==> src/rtl/lmd_pkg.sv <==
`default_nettype none

package lmd_pkg;

	// Sample type shared by the window, the queue and the output stage.
	typedef logic signed [15:0] pix_t;

	// The eight neighbours of one candidate, in the order
	// up-left, up, up-right, left, right, down-left, down, down-right.
	typedef pix_t [7:0] nbr_t;

	localparam int CFG_IDX_W  = 2;
	localparam int CFG_DATA_W = 11;
	localparam int RESET_DIM  = 5;
	localparam int POS_W      = 10;
	localparam int S_TDATA_W  = 16;
	localparam int M_TDATA_W  = 40;
	localparam int QDEPTH     = 4;

	localparam logic [CFG_IDX_W-1:0] CFG_GRID_WIDTH  = 2'd0;
	localparam logic [CFG_IDX_W-1:0] CFG_GRID_HEIGHT = 2'd1;

	// Candidate slots of one input, in raster order of the judged samples.
	localparam logic [1:0] SLOT_MID         = 2'd0;
	localparam logic [1:0] SLOT_RIGHT       = 2'd1;
	localparam logic [1:0] SLOT_BOTTOM      = 2'd2;
	localparam logic [1:0] SLOT_BOTTOM_RIGHT = 2'd3;

	// Position flags of one accepted sample.
	typedef struct packed {
		logic             r_ge1;
		logic             r_ge2;
		logic             c_ge1;
		logic             c_ge2;
		logic             last_col;
		logic             last_row;
		logic [POS_W-1:0] row;
		logic [POS_W-1:0] col;
	} pos_t;

	// Decisions of one input that hold at least one report.
	typedef struct packed {
		logic [3:0]       mask;
		pix_t [3:0]       value;
		logic [POS_W-1:0] row;
		logic [POS_W-1:0] col;
	} bundle_t;

endpackage

`default_nettype wire

==> src/rtl/lmd_queue.sv <==
`default_nettype none

module lmd_queue (
	input  wire              clk,
	input  wire              arst_n,
	input  wire              push,
	input  lmd_pkg::bundle_t push_data,
	output logic             full,
	input  wire              pop,
	output logic             valid,
	output lmd_pkg::bundle_t pop_data
);

	localparam int AW = $clog2(lmd_pkg::QDEPTH);
	localparam int NW = $clog2(lmd_pkg::QDEPTH + 1);

	lmd_pkg::bundle_t mem_q [lmd_pkg::QDEPTH];
	logic [AW-1:0]    wr_q, rd_q;
	logic [NW-1:0]    cnt_q;
	logic             do_push, do_pop;

	assign full     = (cnt_q == NW'(lmd_pkg::QDEPTH));
	assign valid    = (cnt_q != '0);
	assign pop_data = mem_q[rd_q];
	assign do_push  = push && !full;
	assign do_pop   = pop && valid;

	always_ff @(posedge clk or negedge arst_n) begin
		if (!arst_n) begin
			wr_q  <= '0;
			rd_q  <= '0;
			cnt_q <= '0;
		end else begin
			if (do_push) wr_q <= wr_q + AW'(1);
			if (do_pop)  rd_q <= rd_q + AW'(1);
			if (do_push && !do_pop) cnt_q <= cnt_q + NW'(1);
			else if (do_pop && !do_push) cnt_q <= cnt_q - NW'(1);
		end
	end

	always_ff @(posedge clk) begin
		if (do_push) mem_q[wr_q] <= push_data;
	end

endmodule

`default_nettype wire

==> config.mk <==
export PLATFORM = sky130hd
export DESIGN_NAME = lmd_queue
export DESIGN_NICKNAME = d
export VERILOG_FILES = /design/src/rtl/lmd_pkg.sv /design/src/rtl/lmd_queue.sv
export SDC_FILE = /design/constraint.sdc
export NUM_CORES = 1
export LEC_CHECK = 0
export ABC_AREA = 0
export BUFFER_PORTS_ARGS = -buffer_cell sky130_fd_sc_hd__clkbuf_2
export CAP_MARGIN = 20
export CORE_MARGIN = 3
export CORE_UTILIZATION = 40
export CTS_BUF_LIST = sky130_fd_sc_hd__clkbuf_8
export DETAILED_ROUTE_END_ITERATION = 12
export GPL_ROUTABILITY_DRIVEN = 1
export SYNTH_ARGS = -nofsm -noshare
export SYNTH_HDL_FRONTEND = slang
export SYNTH_SLANG_ARGS = --single-unit
==> constraint.sdc <==
create_clock -name clk -period 10.4 [get_ports clk]
set_input_delay 0.52 -clock clk [delete_from_list [all_inputs] [get_ports clk]]
set_output_delay 0.52 -clock clk [all_outputs]
set_load 0.005 [all_outputs]
==> results.yml <==
routing:
  wl_met2_um: 12670
  ant_nets: 0
  drt_wl_total_um: 24840
  wl_met1_um: 9905
  wl_met3_um: 1787
  dr.pass1.iters: 4
  top_layer_used: "met5"
  drc: 0
  vias: 5893
  drt-wirelength-per-cell_um: 20.79
  drt-initial-drc-count: 303
  viasPerCell: 4.931
clock_tree:
  cts-resized-gates: 0
  h-tree-depth: 2
  clk_path_buf_depth: 3
  cts_tree: "done"
  clock-root-buffer: "clkbuf_8"
  cts_inserted_buffers: 57
  path_clk_slew_ns: 0.06
  postCtsSetupBuffers: 0
  clk_latency_ns: 0.58
  cts_hold_buf: 1
  cts_sinks: 359
logic_synthesis:
  yosysTopAreaCellShare: 0.7999
  synth_warnings: 0
  synth_xor_area_frac: 0.003977
  synth-seq-cells: 359
  postSynthAreaPerCell_um2: 26.69
  synth.distinct_cells: 20
  synth_top_family_by_area: "multiplexers"
  yosysSeqAreaShare: 0.8132
  syn_inst: 495
  synth-compound-area-share: 0
  synth_nets: 593
  yosysTopAreaCell: "edfxtp_1"
  syn_area_um2: 13210
  netlist_top_cells_area: "edfxtp_1, mux4_2, buf_12"
  synth_simple_gate_area_frac: 0.004734
  synthMuxAreaShare: 0.1517
  synth-adder-area-share: 0.006249
power_and_ir_drop:
  leakage_nw: 5.356
  vdd_ir_drop_max_mv: 0.1411
  power.density_nw_per_um2: 273.6
sta:
  min_period_ns: 3.287
  slew_headroom: 0.3884
  finalMaxSlewViolations: 0
  fin_worst_skew_ns: 0.01855
  rsz0062_at_grt: "no"
  max_freq_ghz: 0.3042
  setup_violations: 0
  timing.final.crit_share: 0.3161
  tightest_slew_ns: 0.9173
  finalSetupTns_ns: 0
  hold_viol: 0
global_routing:
  antenna_found_initial: 3
  grt_pass1_vias: 6697
  grt-ovfl-total: 0
  grt_max_degree: 58
  grt_pass1_wl_um: 38770
  grt.total_usage: 0.1424
die:
  pin_count: 182
  dieArea_um2: 35250
  coreArea_um2: 32040
  initial_core_util: 0.4124
  rows: 65
  fp.dieH_um: 187.8
  fp.dieW_um: 187.8
place:
  dp.cells: 1097
  place.gp.congestion: 0.6958
  dpl.hpwl_um: 14810
  io_buffer_count: 181
final_layout:
  nNetsFinal: 820
  area_growth_pct: 17.32
  final_layout_size_suffix_gt1_frac: 0.4658
  final_cell_mix: "edfxtp_1, clkbuf_2, mux4_2"
  finalNonFillerCells: 1195
  layout_commonest_cell: "edfxtp_1"
  antenna_cells: 0
worst_setup_path:
  path_cells: "buf_4, mux4_2, clkbuf_2"
  r2r_slack_ns: 7.56
  crit_fanout: 53
  slowest_stage: "dfrtp_4"
  cpPeakStageDelay_ns: 0.79
  worst_ep_arrival_time_ns: 2.77
  critPathRequiredTime_ns: 9.88
  start_kind: "register"
  critPathKind: "register to primary output"
  crit_path_end_kind: "primary output"
run:
  drv_cap: 0
worst_hold_path:
  min_path_type: "input port to register"
outcome:
  outcome: "finished, final reports clean"
kinds of logic (layout without fill, tap and decap cells):
family	count (synthesis)	after routing
XOR/XNOR	6	6
adder cells (fa/ha/maj)	6	6
buffers and inverters	24	289
flip-flops	359	359
multiplexers	90	90
AND/OR/NAND/NOR	10	10
synth_stat cells:
cell type	count
nand3_1	1
and2_1	4
ha_1	5
nor3b_2	1
mux4_2	88
nand2_1	1
buf_2	9
xnor2_1	4
dfrtp_1	7
or3_1	1
mux2_2	2
edfxtp_1	352
fa_1	1
inv_1	3
buf_6	2
buf_12	9
nor2_1	1
xor2_1	2
nor2b_1	1
buf_4	1
routing by layer:
| layer | track usage | vias to the layer above |
|---|---|---|
| li1 | - | 2590 |
| met1 | 0.1757 | 3069 |
| met2 | 0.2433 | 184 |
| met3 | 0.04524 | 44 |
| met4 | 0.04040 | 6 |
| met5 | 0 | - |
layout make-up:
cell class | instances | area, um^2
Multi-Input combinational cell | 112 | 2212
Clock inverter | 40 | 229.0
Tap cell | 435 | 544.3
Sequential cell | 359 | 10750
Clock buffer | 57 | 784.5
Timing Repair Buffer | 189 | 968.4
Fill cell | 2692 | 16540
Inverter | 3 | 11.26
through the flow:
step	worst slack [ns]	hold WS (ns)	power [mW]	util	cell area (um^2)
2_1_floorplan	7.091	0.2244	2.829	-	13210
3_3_place_gp	7.515	0.3599	3.209	0.4519	14480
3_5_place_dp	7.478	0.3689	3.248	0.4519	14480
4_1_cts	7.030	0.1010	4.331	0.4838	15500
5_1_grt	6.888	0.1070	4.486	0.4838	15500
6_report	7.113	0.1584	4.241	0.4838	15500
sequential cells by signal, summed over array words and instances (netlist names):
name / flops
mem_q: 352
cnt_q: 3
rd_q: 2
wr_q: 2
critical path: cells and delay by family (launching register included):
family | cells | cell delay (ns)
buf+inv | 2 | 0.91
mux | 1 | 0.42
flops | 1 | 0.79
final timing paths:
kind / to / cells past startpoint / from
setup / recovery: pop_data[8] / 3 / rd_q[1]
hold reg to reg: cnt_q[2] / 1 / cnt_q[2]
min in group asynchronous: cnt_q[2] / 2 / arst_n
setup reg to reg: mem_q[3][25] / 4 / cnt_q[2]
hold / removal: mem_q[1][5] / 1 / push_data[5]
max in group asynchronous: rd_q[1] / 2 / arst_n
where the power goes:
group	total, mW	switching [mW]	internal, mW
Combinational	1.14	0.583	0.559
Clock	1.07	0.511	0.557
Sequential	2.03	0.113	1.92
Power figures use the tool's default switching activity.
