===== src/rtl/lmd_pkg.sv =====
`default_nettype none

package lmd_pkg;

	// Sample type shared by the window, the queue and the output stage.
	typedef logic signed [15:0] pix_t;

	// The eight neighbours of one candidate, in the order
	// up-left, up, up-right, left, right, down-left, down, down-right.
	typedef pix_t [7:0] nbr_t;

	localparam int CFG_IDX_W  = 2;
	localparam int CFG_DATA_W = 11;
	localparam int RESET_DIM  = 5;
	localparam int POS_W      = 10;
	localparam int S_TDATA_W  = 16;
	localparam int M_TDATA_W  = 40;
	localparam int QDEPTH     = 4;

	localparam logic [CFG_IDX_W-1:0] CFG_GRID_WIDTH  = 2'd0;
	localparam logic [CFG_IDX_W-1:0] CFG_GRID_HEIGHT = 2'd1;

	// Candidate slots of one input, in raster order of the judged samples.
	localparam logic [1:0] SLOT_MID         = 2'd0;
	localparam logic [1:0] SLOT_RIGHT       = 2'd1;
	localparam logic [1:0] SLOT_BOTTOM      = 2'd2;
	localparam logic [1:0] SLOT_BOTTOM_RIGHT = 2'd3;

	// Position flags of one accepted sample.
	typedef struct packed {
		logic             r_ge1;
		logic             r_ge2;
		logic             c_ge1;
		logic             c_ge2;
		logic             last_col;
		logic             last_row;
		logic [POS_W-1:0] row;
		logic [POS_W-1:0] col;
	} pos_t;

	// Decisions of one input that hold at least one report.
	typedef struct packed {
		logic [3:0]       mask;
		pix_t [3:0]       value;
		logic [POS_W-1:0] row;
		logic [POS_W-1:0] col;
	} bundle_t;

endpackage

`default_nettype wire


===== src/rtl/lmd_back.sv =====
`default_nettype none

module lmd_back (
	input  wire                          clk,
	input  wire                          arst_n,
	input  wire                          q_valid,
	input  lmd_pkg::bundle_t             q_data,
	output logic                         pop,
	output logic                         m_tvalid,
	input  wire                          m_tready,
	output lmd_pkg::pix_t                min_value,
	output logic [lmd_pkg::POS_W-1:0]    min_row,
	output logic [lmd_pkg::POS_W-1:0]    min_col,
	output logic                         run_last
);

	lmd_pkg::bundle_t work_q;
	logic [3:0]       mask_q, rem;
	logic [1:0]       sel;
	logic             out_free, fire, row_dec, col_dec;

	always_comb begin
		if (mask_q[0])      sel = lmd_pkg::SLOT_MID;
		else if (mask_q[1]) sel = lmd_pkg::SLOT_RIGHT;
		else if (mask_q[2]) sel = lmd_pkg::SLOT_BOTTOM;
		else                sel = lmd_pkg::SLOT_BOTTOM_RIGHT;
		rem      = mask_q & ~(4'b0001 << sel);
		out_free = !m_tvalid || m_tready;
		fire     = out_free && (mask_q != 4'b0);
		pop      = q_valid && ((mask_q == 4'b0) || (fire && (rem == 4'b0)));
		row_dec  = (sel == lmd_pkg::SLOT_MID) || (sel == lmd_pkg::SLOT_RIGHT);
		col_dec  = (sel == lmd_pkg::SLOT_MID) || (sel == lmd_pkg::SLOT_BOTTOM);
	end

	always_ff @(posedge clk or negedge arst_n) begin
		if (!arst_n) begin
			mask_q   <= '0;
			m_tvalid <= 1'b0;
		end else begin
			if (pop)       mask_q <= q_data.mask;
			else if (fire) mask_q <= rem;
			if (fire)          m_tvalid <= 1'b1;
			else if (m_tready) m_tvalid <= 1'b0;
		end
	end

	always_ff @(posedge clk) begin
		if (pop) work_q <= q_data;
		if (fire) begin
			min_value <= work_q.value[sel];
			min_row   <= work_q.row - {{(lmd_pkg::POS_W-1){1'b0}}, row_dec};
			min_col   <= work_q.col - {{(lmd_pkg::POS_W-1){1'b0}}, col_dec};
			run_last  <= (rem == 4'b0);
		end
	end

endmodule

`default_nettype wire


===== config.mk =====
export PLATFORM = sky130hd
export DESIGN_NAME = lmd_back
export DESIGN_NICKNAME = d
export VERILOG_FILES = /design/src/rtl/lmd_pkg.sv /design/src/rtl/lmd_back.sv
export SDC_FILE = /design/constraint.sdc
export NUM_CORES = 1
export LEC_CHECK = 0
export BUFFER_PORTS_ARGS = -buffer_cell sky130_fd_sc_hd__buf_2
export CORE_ASPECT_RATIO = 1.5
export CORE_MARGIN = 5
export CORE_UTILIZATION = 45
export CTS_BUF_LIST = sky130_fd_sc_hd__clkbuf_2
export CTS_CLUSTER_DIAMETER = 30
export DETAILED_ROUTE_END_ITERATION = 12
export PLACE_DENSITY_LB_ADDON = 0.12
export SYNTH_ARGS = -nofsm -noshare
export SYNTH_HDL_FRONTEND = slang
export SYNTH_SLANG_ARGS = --single-unit

===== constraint.sdc =====
create_clock -name clk -period 3.75 [get_ports clk]
set_input_delay 0 -clock clk [delete_from_list [all_inputs] [get_ports clk]]
set_output_delay 0 -clock clk [all_outputs]
set_load 0.005 [all_outputs]

==> results.cfg, run 1 <==
[placed_design]
gp_congestion = 0.8386
dp_hpwl_um = 6344
portBuffers = 130

[outcome]
outcome = did not finish
error = [ERROR RSZ-0060] Max buffer count reached.
failed_stage = clock tree synthesis (4_1_cts)

[floorplanning]
fp.dieW_um = 94.23
start_util_pct = 45.71
num_rows = 46
die_h_um = 136.3
ios = 131

[clocking]
cts_made_buffers = 17
clk_path_buf_depth = 2
cts_root_buf = clkbuf_2
cts.sinks = 126
cts_resized = 0
htree_levels = 4
post_cts.repair.setup_buffers = 0
cts_hold_buf = 121

[synthesis]
netlist.area_leader.share_pct = 75.88
synth_area_leaders = edfxtp_1, mux2i_1, dfrtp_1
yosysSeqAreaShare_pct = 78.49
ys_seq_elements = 126
ys_warn_count = 0
synth_cells = 302
syn_avg_cell_area_um2 = 15.86
yosys.area.top_type = edfxtp_1
yosys.cell_types.count = 34
synth_fp_nets = 398
syn_area_um2 = 4788
==> logic make-up after synthesis <==
kind of cell / synth area share, %
flops: 78.49
simple gates: 6.951
compound gates: 5.096
buf+inv: 1.934
xor+xnor: 2.926
mux: 3.345
fa+ha+maj: 1.254
==> stage by stage <==
stage                     utilization (%)  worst slack [ps]  area, um2  hold WS [ps]  std cells
after floorplan                         -             138.9       4788        -295.6        302
after global placement              53.74              1453       5629        -177.6        567
after detailed placement            53.74              1403       5629        -175.7        567
==> Yosys cell counts <==
cell and instances:
maj3_1 1, nand3_1 3, or4_4 1, xor2_1 12, nand2b_1 1, dfrtp_1 5, nor4_1 2, a21oi_1 17
or3_1 1, ha_1 4, a211oi_1 1, o211ai_1 2, nor2_1 23, o21ai_0 21, nor4b_1 1, mux2i_1 16
buf_2 2, or4_1 1, nor3_2 2, or2_2 2, clkbuf_1 9, nor3b_1 1, nor2b_1 2, buf_1 3
nor3_1 3, or2_1 1, nand2_1 25, a32oi_1 2, a21o_1 1, or3_4 1, inv_1 10, o22ai_1 1
edfxtp_1 121, xnor2_1 4
==> run 2, diff against run 1 <==
==> config.mk (replaced) <==
export PLATFORM = sky130hd
export DESIGN_NAME = lmd_back
export DESIGN_NICKNAME = d
export VERILOG_FILES = /design/src/rtl/lmd_pkg.sv /design/src/rtl/lmd_back.sv
export SDC_FILE = /design/constraint.sdc
export NUM_CORES = 1
export LEC_CHECK = 0
export BUFFER_PORTS_ARGS = -buffer_cell sky130_fd_sc_hd__buf_2
export CORE_MARGIN = 5
export CORE_UTILIZATION = 30
export DETAILED_ROUTE_END_ITERATION = 12
export PLACE_DENSITY_LB_ADDON = 0.15
export SYNTH_ARGS = -nofsm -noshare
export SYNTH_HDL_FRONTEND = slang
export SYNTH_SLANG_ARGS = --single-unit
==> constraint.sdc (replaced) <==
create_clock -name clk -period 4.9 [get_ports clk]
set_input_delay 0 -clock clk [delete_from_list [all_inputs] [get_ports clk]]
set_output_delay 0 -clock clk [all_outputs]
set_load 0.005 [all_outputs]
==> results.cfg, run 2 <==
[timing]
min_period_over_period_pct = 57.50
tightest_slew_ps = 1142
hold_viol = 0
whs_ps = 265.6
rsz0062_at_grt = false
finalSetupViolations = 0
fmax_mhz = 354.9
slew_headroom_pct = 23.84
slew_viol_final = 0
finClkSkew_ps = 7.348
fin_setup_tns_ps = 0
layout_min_cycle_time_ps = 2818

[floorplanning]
fp.dieW_um = 136.3
die_h_um = 136.3
core-area_um2 = 15770
start_util_pct = 30.36
ios = 131
dieArea_um2 = 18590
num_rows = 46

[clocking]
cts_tree = done
cts_made_buffers = 17
cts_resized = 0
htree_levels = 4
insertion_delay_ps = 410
clkTransAtPathRegs_ps = 50
clk_path_buf_depth = 2
post_cts.repair.setup_buffers = 0
cts_root_buf = clkbuf_16
cts.sinks = 126

[placed_design]
portBuffers = 130
dp_hpwl_um = 6988
gp_congestion = 0.7202

[synthesis]
ys_seq_elements = 126
synth_cells = 302
yosys.cell_types.count = 34
ys_warn_count = 0
synth_fp_nets = 398
synth_edf_count = 121
netlist.area_leader.share_pct = 75.88
syn_area_um2 = 4788
yosys.area.top_type = edfxtp_1
yosysSeqAreaShare_pct = 78.49
syn_avg_cell_area_um2 = 15.86
synthArstFlopShare_pct = 3.968
synth.most_common_cell = edfxtp_1
ys.flop_type = edfxtp_1
synth_area_leaders = edfxtp_1, mux2i_1, dfrtp_1
synthTopCellsByCount = edfxtp_1, nand2_1, nor2_1

[final_layout]
fillCellCount = 1481
areaGrowthSynthToFinish_pct = 49.75
regMostFlops = work_q
final_common_cell = buf_2
fin_util_pct = 45.47
largestRegisters = work_q (84), min_value (16)
diodes = 0
drive_gt1_share_pct = 30.40
nets = 630
largest_reg_flops = 84
mostFrequentLayoutCells = buf_2, edfxtp_1, dlygate4sd3_1

[hold_path]
min_from = m_tready
min_path_type = input port to flop

[worst_setup_path]
regToRegStartpoint = m_tvalid$_DFFE_PN0P_
crit_start = m_tvalid$_DFFE_PN0P_
cp_max_fo = 85
worstPathRequired_ps = 4900
critical_path_arrival_ps = 2820
cp-end-kind = output pin
crit_path_start_kind = flop
worstSetupPathType = flop to output pin

[detailed_routing]
dr.pass1.iters = 4
final_antenna_net_count = 0
routed_wl_um = 10740
drc = 0
routed_via_density = 4.136
drt-wirelength-per-cell_um = 14.09
first_iter_violations = 190
dr_total_vias = 3152

[job]
cap_violations = 0

[power_and_ir_drop]
ir_drop_uv = 343.2
power.density_cell_area_nw_per_um2 = 570.0
p_leak_nw = 2.815

[global_route]
grt_max_degree = 86
track_usage_pct = 11.99
antenna_found_initial = 0
grt_remaining_overflow = 0
grt_pass1_vias = 3301
grt_pass1_wl_um = 16510

[outcome]
outcome = complete, no violations
## run 2: timing repair
item,in CTS,in global routing
endpoints found under the hold margin,93,0
endpoints found under the setup margin,0,0
hold buffers,94,0
## run 2: through the flow
step	instances	power, mW	setup slack (ps)	area (um2)
after floorplan	302	2.499	1289	4788
after global placement	637	2.884	2425	5692
after detailed placement	637	2.914	2328	5692
after CTS	762	4.164	2024	7171
after global routing	762	4.353	1853	7171
final	762	4.087	2082	7171
## run 2: kinds of logic after synthesis
logic type      count (synthesis)  synth area share [%]
fa+ha+maj                       5                 1.254
compound gates                 45                 5.096
xor+xnor                       16                 2.926
simple gates                   70                 6.951
flops                         126                 78.49
mux                            16                 3.345
buf+inv                        24                 1.934
## run 2: final cells by class
type,instances,area [um2],area share (%)
Clock inverter,10,97.59,1.361
Timing Repair Buffer,227,1614,22.51
Inverter,10,37.54,0.5235
Tap cell,216,270.3,3.769
Sequential cell,126,3759,52.42
Clock buffer,21,440.4,6.142
Multi-Input combinational cell,152,952.2,13.28
## run 2: where the power goes
part | total (mW) | switching, mW | internal, mW
combinational | 1.04 | 0.629 | 0.412
sequential | 1.90 | 0.136 | 1.76
clock | 1.15 | 0.417 | 0.735
## run 2: critical path: stages (launching register included)
cell and delay, ps:
dfrtp_1 330, nor2b_1 510, a21oi_1 170, o21ai_0 330, nand2_4 660, buf_2 370
## run 2: worst paths after layout
path / end / slack, ps / cells after the start
min: m_tvalid$_DFFE_PN0P_ / 270 / 3
max in group asynchronous: m_tvalid$_DFFE_PN0P_ / 4130 / 3
min in group asynchronous: mask_q[2]$_DFFE_PN0P_ / 540 / 3
min reg2reg: min_value[3]$_DFFE_PP_ / 520 / 2
max: pop / 2080 / 5
max reg2reg: work_q[29]$_DFFE_PP_ / 2360 / 4
## run 2: metal layers
metal  track usage (%)  share of wire, %  vias up
li1                  -                 -     1581
met1             14.22                44     1436
met2             19.26                47      119
met3             4.811               7.0       16
met4             5.263               2.2        0
met5                 0                 0        -
No activity file was read; power rests on OpenSTA's default activity.
